<file path="config.mk">
export PLATFORM = sky130hd
export DESIGN_NAME = cowpt_ram
export DESIGN_NICKNAME = d
export VERILOG_FILES = /design/src/rtl/core/cowpt_ram.sv
export SDC_FILE = /design/constraint.sdc
export NUM_CORES = 1
export LEC_CHECK = 0
export BUFFER_PORTS_ARGS = -buffer_cell sky130_fd_sc_hd__buf_4
export CORE_ASPECT_RATIO = 0.7
export CORE_MARGIN = 4
export CORE_UTILIZATION = 25
export CTS_CLUSTER_DIAMETER = 60
export CTS_CLUSTER_SIZE = 20
export DETAILED_ROUTE_END_ITERATION = 12
export GPL_ROUTABILITY_DRIVEN = 0
export PLACE_DENSITY = 0.53
export SYNTH_ARGS = -nofsm -noshare
export SYNTH_HDL_FRONTEND = slang
export SYNTH_SLANG_ARGS = --single-unit
</file>
<file path="constraint.sdc">
create_clock -name clk_i -period 1.69 [get_ports clk_i]
set_input_delay 0.2535 -clock clk_i [delete_from_list [all_inputs] [get_ports clk_i]]
set_output_delay 0.2535 -clock clk_i [all_outputs]
set_load 0.005 [all_outputs]
</file>
<file path="src/rtl/core/cowpt_ram.sv">
// Generic single-write, single-read RAM with registered read data.
module cowpt_ram #(
  parameter int WIDTH = 8,
  parameter int DEPTH = 16
) (
  input  logic                                 clk_i,
  input  logic                                 we_i,
  input  logic [(DEPTH > 1 ? $clog2(DEPTH) : 1)-1:0] waddr_i,
  input  logic [WIDTH-1:0]                     wdata_i,
  input  logic [(DEPTH > 1 ? $clog2(DEPTH) : 1)-1:0] raddr_i,
  output logic [WIDTH-1:0]                     rdata_o
);

  logic [WIDTH-1:0] mem_q [DEPTH];
  logic [WIDTH-1:0] rdata_q;

  always_ff @(posedge clk_i) begin
    if (we_i) begin
      mem_q[waddr_i] <= wdata_i;
    end
    rdata_q <= mem_q[raddr_i];
  end

  assign rdata_o = rdata_q;

endmodule

</file>
Word level (Yosys, flattened, before mapping) --
Memories as Yosys holds them, arrays and structs flattened. A register that Yosys moved wholly into a read port is not among the register bits. Cells that the tools add are included. W data, S select, Z words.
Word-level totals: latch bits 0, output and inout port bits 8, bits in read-only memories 0, flip-flop bits (word level) 0, memories kept 1, logic and storage cells 3, RAM bits 128
Operators by class: bitwise logic cells 0, multipliers 0, div/mod/pow operators 0, equal/unequal tests 0, shift operators 0, muxes and demuxes 2, reductions and logical operators 0, $add $sub $neg 0, order comparisons 0
Memories:
- mem_q | words 16, bits a word 8, read ports 1, clocked after Yosys merged registers in 1, write ports 1, RTL line 14 | logic [WIDTH-1:0] mem_q [DEPTH];
Operators with widths (number):
- $mux W1 | 2

Logic depth before layout (Yosys ltp) --
Gate-level depths: netlist of the first run.
depth in word-level cells 2, depth in mapped cells 5

Least setup slack after synthesis of the first run --
Ideal clock, no wire load.
kind input-to-reg, start point input waddr_i[2] in the netlist's numbering, end point memory mem_q[0][0] (enable), stages on the path 2, arrival time 1.363 ns, data required time 1.307 ns, path slack -0.056 ns, path buffers 0, cells stage by stage or3b_2 > nor3_1
RTL lines:
- start, declared | RTL line 8 | input logic [(DEPTH > 1 ? $clog2(DEPTH) : 1)-1:0] waddr_i,
- end, declared | RTL line 14
Straight into the memory's write port.

==> metrics.md, run 1 <==
| Metric | Value |
|---|---|
| Critical Path Fanout Max | `1` |
| Half-perimeter wire length after placement | `7.65 mm` |
| # setup viols final | `0` |
| Number of buffers created by CTS | `17` |
| Most frequent cells in the layout | `128 x edfxtp_1, 51 x buf_4, 18 x mux4_2` |
| WL met3 | `709 um` |
| Layout cells sized above 1 | `~34%` |
| Pleak | `2.16 nW` |
| Starting Density | `roughly a quarter` |
| First drt pass iteration count | `5` |
| Slew margin rel. | `49.5%` |
| Post-route ant nets | `0` |
| Total track usage | `9.57%` |
| Total Power | `between 7 and 8 mW` |
| Hold path depth | `1` |
| Crit path kind | `register to register` |
| Synth Instances | `~230` |
| Via Count | `2512` |
| CP bufs+invs | `0` |
| FMAX | `0.765 GHz` |
| R2R depth | `3` |
| Hold Fails Final Rpt | `0` |
| Max Cap Viol | `0` |
| Post-CTS Setup Repair Bufs | `0` |
| Initial antenna violation count | `0` |
| CTS root buffer | `clkbuf_16` |
| Actual slew at the worst max-slew pin | `0.755 ns` |
| Unrepaired setup endpoints after global routing | `no` |
| CTS sink cnt | `136` |
| Worst Clk Skew | `~0.013 ns` |
| # rows | `43` |
| Slew Limit Fails | `0` |
| PortBufs | `25` |
| Slowest stage delay, CP | `roughly 0.5 ns` |
| Synth Warn # | `0` |
| Crit. End Element | `register` |
| Worst path required time | `1.98 ns` |
| Die area | `approximately 0.023 sq mm` |
| Post-CTS Resized | `0` |
| Post-CTS Hold Buffers | `0` |
| Register area share after synthesis | `77.8%` |
| Final Cycle Share | `a little under 80%` |
| Post-layout min period | `1.31 ns` |
| Total negative slack | `0 ns` |
| Clk Latency, worst-skew pair | `0.41 ns` |
| Crit-path leading delay family | `multiplexers` |
| Footprint of the multi-input gates | `approximately 0.0011 sq mm` |
| Outcome | `completed` |
| Htree depth | `4` |
| DRT iter0 DRCs | `311` |
| Largest net degree at the start of global routing | `17` |
| Critical Path Stages | `3` |
| VDD IR max | `0.633 mV` |
| NumNets Final | `310` |
| Area Overhead vs Synth | `25.0%` |
| ANT cells | `0` |
| Register bit total from synthesis | `between 100 and 150` |
| Drt drc | `0` |
| Die X-Extent | `180 um` |
| CP max-delay cell | `mux4_2` |
| Vias in the first global route | `2569` |
| Register Area | `0.00400 sq mm` |
| Cell Area, Synth | `0.00515 sq mm` |
| Power per cell area | `1210 mW/mm^2` |
| Filler Cell Count | `1925` |
| Vias per inst | `4.37` |
| Global-route wire length before repair | `16.2 mm` |
| Met2 WL post-DR | `approximately 4.7 mm` |
| Core ar. | `between 0.02 and 0.025 sq mm` |
| Synth Area per Inst | `22.5 sq um` |
| Startpoint Class | `register` |
| CP cell instances | `mux4_2 > a22oi_1 > nand2_1` |
| WL per Instance | `18.7 um` |
| GRT overflow | `0` |
| Num ports | `26` |
| Post-Route WL | `10.7 mm` |
| Die height | `128 um` |
| Uppermost routed layer | `met4` |
| Clock Pin Slew Worst Setup and Hold Paths | `approximately 0.06 ns` |
| Met1 Wirelength | `5.25 mm` |
| Clock tree buffer depth | `2` |
| TritonCTS clock tree | `built` |
| Most common library cell in the layout ignoring fill and taps | `edfxtp_1` |
| Crit path DAT | `1.60 ns` |
| Hold Path Class | `primary input to register` |
| Post-synth cell types | `19` |
| Syn nets | `between 200 and 250` |
==> path summary, 6_finish.rpt <==
kind,from,end,slack (ns)
setup / recovery,mem_q[0][6],rdata_o[6],0.38
hold / removal,wdata_i[0],mem_q[11][0],0.14
setup reg to reg,mem_q[0][6],rdata_o[6],0.38
hold reg to reg,mem_q[2][0],rdata_o[0],0.67
==> final cells by class <==
class | count | share of cell area (%)
Clock buffer | 19 | 6.88
Clock inverter | 13 | 2.26
Multi-Input combinational cell | 83 | 16.5
Sequential cell | 136 | 62.2
Tap cell | 270 | 5.25
Timing Repair Buffer | 54 | 6.88
==> worst reg2reg max path, cell delays in order (launching register included) <==
cell and delay, ns:
edfxtp_1 0.38, mux4_2 0.49, a22oi_1 0.23, nand2_1 0.09
==> kinds of logic (layout without fill, tap and decap cells) <==
group	Yosys count	after routing	synth area share [%]
buffers and inverters	10	86	1.68
AOI/OAI and AO/OA	16	16	2.33
DFF	136	136	77.8
and+or+nand+nor	35	35	3.18
muxes	32	32	15.0
==> state kept, by name (all words and copies together), names as in the netlist <==
| register | cells |
|---|---|
| mem_q | 128 |
| rdata_o | 8 |
==> Yosys cell counts <==
library cell,count,area share [%]
and2_1,1,0.12
and2b_1,1,0.15
buf_4,1,0.15
mux4_1,14,7.1
nor2_1,13,0.95
nand2_1,9,0.66
nor2b_1,1,0.12
clkdlybuf4s25_2,3,0.58
nand3_1,1,0.097
edfxtp_1,128,75
mux4_2,18,7.9
dfxtp_1,8,3.1
nor3_1,4,0.39
or3b_2,1,0.17
nand3b_1,2,0.29
a22oi_1,16,2.3
buf_2,3,0.29
nand2b_1,2,0.24
buf_6,3,0.66
==> metal layers <==
| metal | track usage (%) | vias up |
|---|---|---|
| li1 | - | 1100 |
| met1 | 14.4 | 1329 |
| met2 | 13.4 | 75 |
| met3 | 2.86 | 8 |
| met4 | 2.73 | 0 |
| met5 | 0 | - |
==> report_power, final <==
| part | leakage, nW | switching (mW) | total, mW | internal, mW |
|---|---|---|---|---|
| Combinational | 0.658 | 0.200 | 0.387 | 0.187 |
| Clock | 0.280 | 1.38 | 3.60 | 2.22 |
| Sequential | 1.22 | 0.0254 | 3.80 | 3.77 |
==> through the flow <==
step | instance area [sq um] | std cells | utilization, % | setup slack (ns) | hold WS (ns)
2_1_floorplan | 5150 | 229 | - | 0.170 | 0.352
3_3_place_gp | 5850 | 543 | 29.2 | 0.125 | 0.552
3_5_place_dp | 5850 | 543 | 29.2 | 0.114 | 0.562
4_1_cts | 6430 | 575 | 32.2 | 0.369 | 0.128
5_1_grt | 6430 | 575 | 32.2 | 0.293 | 0.144
6_report | 6430 | 575 | 32.2 | 0.382 | 0.138
Note: power is estimated with default switching activity, not from simulation.
==> inputs of run 2 (changes only) <==
Settings changed: PLACE_DENSITY 0.53 to 0.51.
Clock period 1.69 ns to 1.4 ns, I/O delays scaled along.
==> metrics.md, run 2 (same netlist as run 1, synthesis figures left out) <==
| Metric | Value |
|---|---|
| Post-CTS Setup Repair Bufs | `0` |
| ANT cells | `0` |
| Final WS setup | `0.0562 ns` |
| # rows | `43` |
| CTS sink cnt | `136` |
| Die X-Extent | `180 um` |
| Vias per inst | `between 4 and 5` |
| Vias in the first global route | `2638` |
| Unrepaired setup endpoints after global routing | `no` |
| Area Overhead vs Synth | `25.8%` |
| WL per Instance | `around 19 um` |
| Die area | `0.0230 sq mm` |
| GRT overflow | `0` |
| Crit path DAT | `1.63 ns` |
| Power per cell area | `1460 mW/mm^2` |
| Post-Route WL | `10.9 mm` |
| Global-route wire length before repair | `16.4 mm` |
| PortBufs | `25` |
| Total track usage | `approximately a tenth` |
| Most common library cell in the layout ignoring fill and taps | `edfxtp_1` |
| Crit. End Element | `register` |
| VDD IR max | `a little over 0.9 mV` |
| Clock Pin Slew Worst Setup and Hold Paths | `0.06 ns` |
| Half-perimeter wire length after placement | `~7.3 mm` |
| Pleak | `2.19 nW` |
| Max FFs per register | `128` |
| Outcome | `completed` |
| Combinational power share | `just over 5%` |
| Critical Path Fanout Max | `1` |
| CTS root buffer | `clkbuf_16` |
| Via Count | `2475` |
| Cell area after layout | `0.00647 sq mm` |
| Post-route ant nets | `0` |
| Sw Ratio | `19.6%` |
| Cell Area, Placed | `roughly 0.0059 sq mm` |
| TritonCTS clock tree | `built` |
| Top reg by flops | `mem_q` |
| Non-Filler Instances | `about 580` |
| Drt drc | `0` |
| Hold path depth | `1` |
| Starting Density | `25.7%` |
| Max Cap Viol | `0` |
| Htree depth | `4` |
| Startpoint Class | `register` |
| Most frequent cells in the layout | `128 x edfxtp_1, 53 x buf_4, 18 x mux4_2` |
| Worst Clk Skew | `0.0147 ns` |
| Sw power | `1.86 mW` |
| Slew Limit Fails | `0` |
| # setup viols final | `0` |
| Slew margin rel. | `45.3%` |
| Total negative slack | `0 ns` |
| Post-CTS Hold Buffers | `0` |
| Worst path required time | `between 1.5 and 2 ns` |
| Dpl ws | `-0.185 ns` |
| FMAX | `approximately 0.74 GHz` |
| DRT iter0 DRCs | `207` |
| Crit path kind | `register to register` |
| Core ar. | `between 0.02 and 0.025 sq mm` |
| Clk Latency, worst-skew pair | `0.41 ns` |
| Hold Fails Final Rpt | `0` |
| Final Cycle Share | `~96%` |
| Layout cells sized above 1 | `34.1%` |
| Actual slew at the worst max-slew pin | `around 0.82 ns` |
| Initial antenna violation count | `0` |
| Clock tree buffer depth | `2` |
| NumNets Final | `roughly 310` |
| Post-CTS Resized | `0` |
| Sequential share of power | `roughly half` |
| Clock network power share | `between 40% and 50%` |
| Fin Hold WS | `0.106 ns` |
| First drt pass iteration count | `4` |
| Cell internal pwr | `roughly 7.6 mW` |
| R2R depth | `3` |
| Largest net degree at the start of global routing | `17` |
| Dpl cells | `546` |
| Post-layout min period | `between 1 and 1.5 ns` |
| Hold Path Class | `primary input to register` |
| Die height | `128 um` |
| Num ports | `26` |
| Number of buffers created by CTS | `17` |
## run 2: power by group through the flow
stage	combinational (mW)	sequential [mW]	clock, mW
after floorplan	0.232	4.66	0
after global placement	0.485	4.67	0
after detailed placement	0.492	4.67	0
after CTS	0.494	4.59	4.50
after global routing	0.523	4.59	4.70
final	0.483	4.58	4.41
## run 2: layout make-up
cell class	count	area, sq um
fill	1920	13500
sequential	136	4000
multi-input combinational	83	1070
timing repair buffer	57	478
clock buffer	23	458
tap	270	338
clock inverter	9	125
## run 2: stage by stage
stage | power [mW] | utilization [%]
global route | 9.82 | 32.4
floorplan | 4.89 | -
finish | 9.48 | 32.4
global placement | 5.15 | 29.4
detailed placement | 5.16 | 29.4
CTS | 9.58 | 32.4
## run 2: final timing paths
| check | from | slack (ns) | endpoint |
|---|---|---|---|
| worst max-delay path | mem_q[9][4] | 0.06 | rdata_o[4] |
| worst min-delay path | wdata_i[6] | 0.11 | mem_q[6][6] |
| worst max register to register | mem_q[9][4] | 0.06 | rdata_o[4] |
| worst min register to register | mem_q[6][4] | 0.68 | rdata_o[4] |
## run 2: critical path, stage by stage (launching register included)
cell	delay, ns
edfxtp_1	0.37
mux4_1	0.54
a22oi_1	0.25
nand2_1	0.07
## run 2: routing by layer
metal / vias to the layer above / share of wire (%) / global-route usage [%]
met5: - / 0 / 0
met4: 0 / 0.85 / 3.09
met3: 12 / 5.4 / 3.55
met2: 59 / 44 / 14.2
met1: 1292 / 50 / 14.0
li1: 1112 / - / -
